===== src/rtl/qpg_pkg.sv =====
`timescale 1ns / 1ps
// Shared types and constants of the quaternion projection gradient unit.
// Used by every module of the block; depends on nothing else.
package qpg_pkg;

    localparam int QUAT_W     = 16;
    localparam int COORD_W    = 32;
    localparam int CFG_IDX_W  = 8;
    localparam int DEF_QUAT_FRAC_BITS = 14;
    localparam int FIFO_DEPTH = 4;

    // Internal word sizes, set by the worst-case magnitudes of the products.
    localparam int PROD_W = 48;   // quaternion component times coordinate
    localparam int SQ_W   = 63;   // cam_z squared, unsigned
    localparam int DW     = 51;   // derivative component
    localparam int D_LO_W = 26;   // low split of a derivative component
    localparam int PP1_W  = 59;   // partial product coordinate times derivative split
    localparam int EW     = 83;   // cross term z*d - c*dz
    localparam int E_CH_W = 28;   // split size of a cross term
    localparam int PP2_W  = 61;   // partial product weight times cross-term split
    localparam int NW     = 115;  // signed numerator
    localparam int MAGW   = 114;  // numerator magnitude
    localparam int QBITS  = 33;   // quotient bits resolved by the divider

    localparam logic [31:0] SAT_POS = 32'h7FFF_FFFF;
    localparam logic [31:0] SAT_NEG = 32'h8000_0000;

    typedef enum logic [CFG_IDX_W-1:0] {
        REG_QUAT_X = 8'd0,
        REG_QUAT_Y = 8'd1,
        REG_QUAT_Z = 8'd2,
        REG_QUAT_W = 8'd3
    } t_cfg_reg;

    typedef logic signed [COORD_W-1:0] t_coord;
    typedef logic signed [QUAT_W-1:0]  t_quat;

    typedef struct packed {
        t_coord model_x;
        t_coord model_y;
        t_coord model_z;
        t_coord cam_x;
        t_coord cam_y;
        t_coord cam_z;
        t_coord weight_x;
        t_coord weight_y;
    } t_pixel;

    typedef struct packed {
        t_pixel pix;
        logic   zero;
    } t_item;

    typedef struct packed {
        logic valid;
        logic zero;
    } t_ctl;

    typedef struct packed {
        logic [MAGW-1:0] mag;
        logic            res_neg;
        logic            pre_sat;
    } t_quot_req;

endpackage


===== src/rtl/qpg_front.sv =====
`timescale 1ns / 1ps
// Front end: accepts pixel beats, flags zero depth and queues them for the back end.
// Depends on qpg_pkg.
module qpg_front (
    input  logic            i_clk,
    input  logic            i_rst_n,
    input  logic            i_valid,
    output logic            o_ready,
    input  qpg_pkg::t_pixel i_pix,
    output logic            o_valid,
    input  logic            i_pop,
    output qpg_pkg::t_item  o_item
);

    localparam int AW = (qpg_pkg::FIFO_DEPTH > 1) ? $clog2(qpg_pkg::FIFO_DEPTH) : 1;
    localparam int CW = $clog2(qpg_pkg::FIFO_DEPTH + 1);

    qpg_pkg::t_item r_mem [qpg_pkg::FIFO_DEPTH];
    logic [AW-1:0]  r_wr, n_wr;
    logic [AW-1:0]  r_rd, n_rd;
    logic [CW-1:0]  r_count, n_count;
    logic           w_push, w_pop;
    qpg_pkg::t_item w_item;

    assign o_ready = (r_count != CW'(qpg_pkg::FIFO_DEPTH));
    assign o_valid = (r_count != '0);
    assign w_push  = i_valid & o_ready;
    assign w_pop   = i_pop & o_valid;
    assign o_item  = r_mem[r_rd];

    always_comb begin
        w_item.pix  = i_pix;
        w_item.zero = (i_pix.cam_z == '0);
        n_wr = r_wr;
        n_rd = r_rd;
        if (w_push) begin
            n_wr = (r_wr == AW'(qpg_pkg::FIFO_DEPTH - 1)) ? '0 : r_wr + 1'b1;
        end
        if (w_pop) begin
            n_rd = (r_rd == AW'(qpg_pkg::FIFO_DEPTH - 1)) ? '0 : r_rd + 1'b1;
        end
        unique case ({w_push, w_pop})
            2'b10:   n_count = r_count + 1'b1;
            2'b01:   n_count = r_count - 1'b1;
            default: n_count = r_count;
        endcase
    end

    always_ff @(posedge i_clk) begin
        if (!i_rst_n) begin
            r_wr    <= '0;
            r_rd    <= '0;
            r_count <= '0;
        end else begin
            r_wr    <= n_wr;
            r_rd    <= n_rd;
            r_count <= n_count;
        end
    end

    always_ff @(posedge i_clk) begin
        if (w_push) begin
            r_mem[r_wr] <= w_item;
        end
    end

    a_count_bound: assert property (@(posedge i_clk) disable iff (!i_rst_n)
        r_count <= CW'(qpg_pkg::FIFO_DEPTH))
        else $error("queue fill count exceeds its depth");

endmodule


===== config.mk =====
export PLATFORM = sky130hd
export DESIGN_NAME = qpg_front
export DESIGN_NICKNAME = d
export VERILOG_FILES = /design/src/rtl/qpg_pkg.sv /design/src/rtl/qpg_front.sv
export SDC_FILE = /design/constraint.sdc
export NUM_CORES = 1
export LEC_CHECK = 0
export CORE_MARGIN = 5
export CORE_UTILIZATION = 45
export CTS_CLUSTER_DIAMETER = 40
export CTS_CLUSTER_SIZE = 12
export DETAILED_ROUTE_END_ITERATION = 8
export DONT_BUFFER_PORTS = 1
export GPL_ROUTABILITY_DRIVEN = 0
export GPL_TIMING_DRIVEN = 0
export PLACE_DENSITY_LB_ADDON = 0.12
export SYNTH_ARGS = -nofsm -noshare
export SYNTH_HDL_FRONTEND = slang
export SYNTH_SLANG_ARGS = --single-unit

===== constraint.sdc =====
create_clock -name i_clk -period 10.95 [get_ports i_clk]
set_clock_uncertainty 0.2 [all_clocks]
set_input_delay 1.6425 -clock i_clk [delete_from_list [all_inputs] [get_ports i_clk]]
set_output_delay 1.6425 -clock i_clk [all_outputs]
set_load 0.02 [all_outputs]

# Word level (Yosys, flattened, before mapping)
# Memory sizes are Yosys's and may differ from the RTL's. A register that Yosys moved wholly into a read port is not among the register bits.
# Index checks and enable logic that the tools add are counted.
[totals] out_inout_bits=259 mem_bits_rw=1028 rom_bits=0 n_memories=1 latchBits=0 register_bits=7
[classes] eq_ne=5 reduce_logical=3 mux=7 n_lt_le_gt_ge=0 bitwise=2 n_addsub=4 n_mul=0 n_shift=0 n_div=0
[mem_list] name="r_mem" depth=4 word_bits=257 read_ports=1 rd_ports_with_merged_regs=1 wr=1 line_no="qpg_front.sv:18" source="qpg_pkg::t_item r_mem [qpg_pkg::FIFO_DEPTH];"
[ops] op="$logic_not 32->1" count=1
[ops] op="$mux 2" count=4
[ops] op="$eq 2x2->1 const B" count=3
[ops] op="$pmux 3 s2" count=1
[ops] op="$add 2x1->2 const B" count=2
[ops] op="$add 3x1->3 const B" count=1
[ops] op="$ne 3x3->1 const B" count=1
[ops] op="$reduce_bool 3->1" count=1
[ops] op="$sub 3x1->3 const B" count=1
[ops] op="$and 1x1->1" count=2
[ops] op="$eq 2x1->1 const B" count=1
[ops] op="$mux 1" count=2
[ops] op="$reduce_bool 2->1" count=1

# Longest topological paths before layout
[depth] depth_word=4 mapped_depth=10 mapped_depth_nobuf=9

# Least setup slack after synthesis
# Ideal clock, no wire load.
[synth_path] kind="in2reg" from="input i_valid" to="memory r_mem[3][0] (netlist name), enable pin" arrival_ps=7546 cell_stages=1 setup_slack_ps=2552 t_required_ps=10098 path_cell_list="and3_1"
[synth_between] elab_chain_cells=3
[synth_rtl] element="from (decl)" line_no="qpg_front.sv:7" source="input logic i_valid,"
[synth_rtl] element="$and 1x1->1" line_no="qpg_front.sv:27" source="assign w_push = i_valid & o_ready;"
[synth_rtl] element="$mux 1" line_no="qpg_front.sv:62" source="if (w_push) begin"
[synth_rtl] element="$mux 1 (not written as such)" line_no="qpg_front.sv:63" source="r_mem[r_wr] <= w_item;"
[synth_rtl] element="to (decl)" line_no="qpg_front.sv:18"
# Every way passes these cells.

==> impl_results.md <==
- GR Util All Layers: 17.6%
- DP HPWL: 52.1 mm
- IO Pins: 519
- Post-Syn Instances: 1410
- Slowest-stage cell, CP: clkbuf_1
- First DRT Iteration DRCs: 802
- Global route overflow: 0
- TritonCTS Buffers: 136
- Vias/cell: 5.58
- Syn avg cell area: 26.9 sq um
- Buf+Inv Stages, Crit Path: 3
- CP Launch Type: register
- Hold Path Class: register to register
- Post_cts resized: 0
- Number of inserted diodes: 0
- Drc violations: 0
- Sequential area share after synthesis: 82.0%
- Total Neg Setup Slack: 0 ns
- Final hold vios: 0
- Final WL: 80.4 mm
- Final net count: 1835
- Maxcap violations: 0
- Max incr delay on CP: 0.68 ns
- # rows: 106
- Crit-path max FO: 10
- Critical path's top delay family: buffers and inverters
- Status: finished clean
- Cell Pwr Density: 262 nW/um^2
- Final worst path period need: 4.73 ns
- Fmax: 211 MHz
- Antenna-violating nets left: 0
- Insertion delay to the later sink of the worst-skew pair: 0.68 ns
- Largest net degree at the start of global routing: 54
- Worst-path clk slew: 0.05 ns
- Setup violations, final: 0
- Routed wire per std cell: 29.3 um
- Cts-stage hold buffer count: 0
- CTS HTree Levels: 4
- Yosys warns: 0
- Endpoint class of the critical path: output port
- Top cell by count, worst path: buf_2
- RSZ-0062 raised after global routing: no
- Slew @ Worst Pin: 0.960 ns
- Crit-path cells: buf_2 -> clkbuf_1 -> buf_2 -> mux4_2
- Core Area: 83600 sq um
- Slew Viols, Final: 0
- Asr flop ratio synth: 0%
- Leakage: 13.8 nW
- Initial core utilization: 45.3%
- Global-route wire length before repair: 115 mm
- Max transition margin: 36.0%
- Port Buffer Count: 0
- Area Growth Syn to Fin: 17.2%
- Clk buf depth: 3
- TritonCTS clock tree: built
- WHS: 0.338 ns
- Vias in the first global route: 16338
- Antenna violations before repair: 3
- CTS sink cnt: 1037
- CP arrival: 2.89 ns
- Chip height: 300 um
- Synth unique cells: 29
- Fin crit share: 43.2%
- Peak VDD IR: 0.000155 V
- Post-synth EDFFs: 1028
- Synth Flop Type: edfxtp_1
- Mapped Area: 37900 sq um
- Die width: 300 um
- Critical path type: register to output port
- Die Area: 90100 sq um
- Layout cells sized above 1: 32.5%
- 1st-pass router iterations: 4
- # fillers: 6306
- Setup repair bufs after CTS: 0
- Root Buffer: clkbuf_16
- Synth Register Bits: 1037
- WP data required: 9.11 ns
- Routed vias: 15309
- Syn_nets: 1677
-- flip-flops by register name, indices dropped and copies added (netlist names), named ones only --
signal	cells
r_rd	2
r_count	3
r_mem	1028
r_wr	2
-- cell families after synthesis --
group                    synth area share (%)
multiplexers                             15.3
adder cells (fa/ha/maj)                 0.251
buffers and inverters                    1.81
AND/OR/NAND/NOR                         0.476
XOR/XNOR                               0.0463
flip-flops                               82.0
AO/OA/AOI/OAI                           0.106
-- cell usage after synthesis (2+ instances only) --
master    count  share of area, %
and2_1        2             0.033
and3_1        4             0.066
buf_12       22               1.2
buf_2        25              0.33
buf_4         2             0.040
buf_6         5              0.15
clkbuf_1      5             0.050
dfxtp_1       9              0.48
edfxtp_1   1028                82
ha_1          6              0.20
inv_1         7             0.069
mux4_2      257                15
nand2_1       6             0.059
nand3_1       2             0.026
nand4_1       3             0.050
nor2_1        3             0.030
nor4_1        8              0.13
o21ai_0       4             0.053
or3_1         2             0.033
-- power by group --
group	total [mW]	switching (mW)	internal, mW
clock network	4.40	1.65	2.76
registers	4.85	0.0694	4.78
logic	2.37	1.49	0.884
-- path summary, 6_finish.rpt --
kind	from	endpoint	slack, ns	depth (start not counted)
worst max-delay path	register	o_item[176]	6.22	4
worst min-delay path	r_count[2]	r_count[2]	0.34	2
worst max register to register	r_count[0]	r_mem[2][41]	8.12	5
worst min register to register	r_count[2]	r_count[2]	0.34	2
-- placed cells by master (no fill, tap or decap), types with 3 or more instances in the layout --
cell type	instances
o21ai_0	4
nand2_1	6
clkinv_1	18
inv_8	4
inv_6	11
clkinv_8	5
buf_2	25
clkbuf_16	138
clkinv_4	6
clkbuf_1	19
ha_1	6
edfxtp_1	1028
buf_12	25
clkinv_2	11
and3_4	4
nor2_1	3
nor4_1	8
dfxtp_1	9
clkinvlp_4	7
buf_16	17
buf_6	5
inv_1	7
nand4_1	3
mux4_2	257
bufinv_16	18
-- layout make-up --
type	count	area, sq um	area share, %
inverters	7	26.3	0.0592
plain buffers	60	661	1.49
repair buffers	20	528	1.19
clock inverters	84	1090	2.46
multi-input cells	306	6150	13.9
flip-flops and latches	1037	31000	70.0
clock buffers	152	3510	7.90
well taps	1080	1350	3.05
-- metrics by stage --
stage | setup slack [ns] | util, % | area [sq um] | cells | total power, mW
4_1_cts | 5.99 | 53.1 | 44400 | 2746 | 11.8
2_1_floorplan | 2.55 | - | 37900 | 1410 | 6.85
3_5_place_dp | 6.76 | 47.6 | 39800 | 2510 | 7.38
3_3_place_gp | -2.79 | 46.9 | 39200 | 2490 | 7.52
6_report | 6.22 | 53.1 | 44400 | 2746 | 11.6
5_1_grt | 5.98 | 53.1 | 44400 | 2746 | 12.1
-- worst reg2reg max path, cell delays in order, from the launching register on --
cell and delay (ns):
dfxtp_1 0.41, or3b_1 0.14, clkbuf_2 0.27, and3_4 0.70, buf_16 0.35, buf_16 0.36
-- routing by layer --
| layer | up-vias | global-route usage [%] | part of all wire, % |
|---|---|---|---|
| met1 | 8234 | 19.7 | 35 |
| met4 | 2 | 5.17 | 2.3 |
| met2 | 448 | 30.8 | 53 |
| met5 | - | 0 | 0.0087 |
| met3 | 132 | 7.83 | 9.4 |
| li1 | 6493 | - | - |
Power figures use the tool's default switching activity.
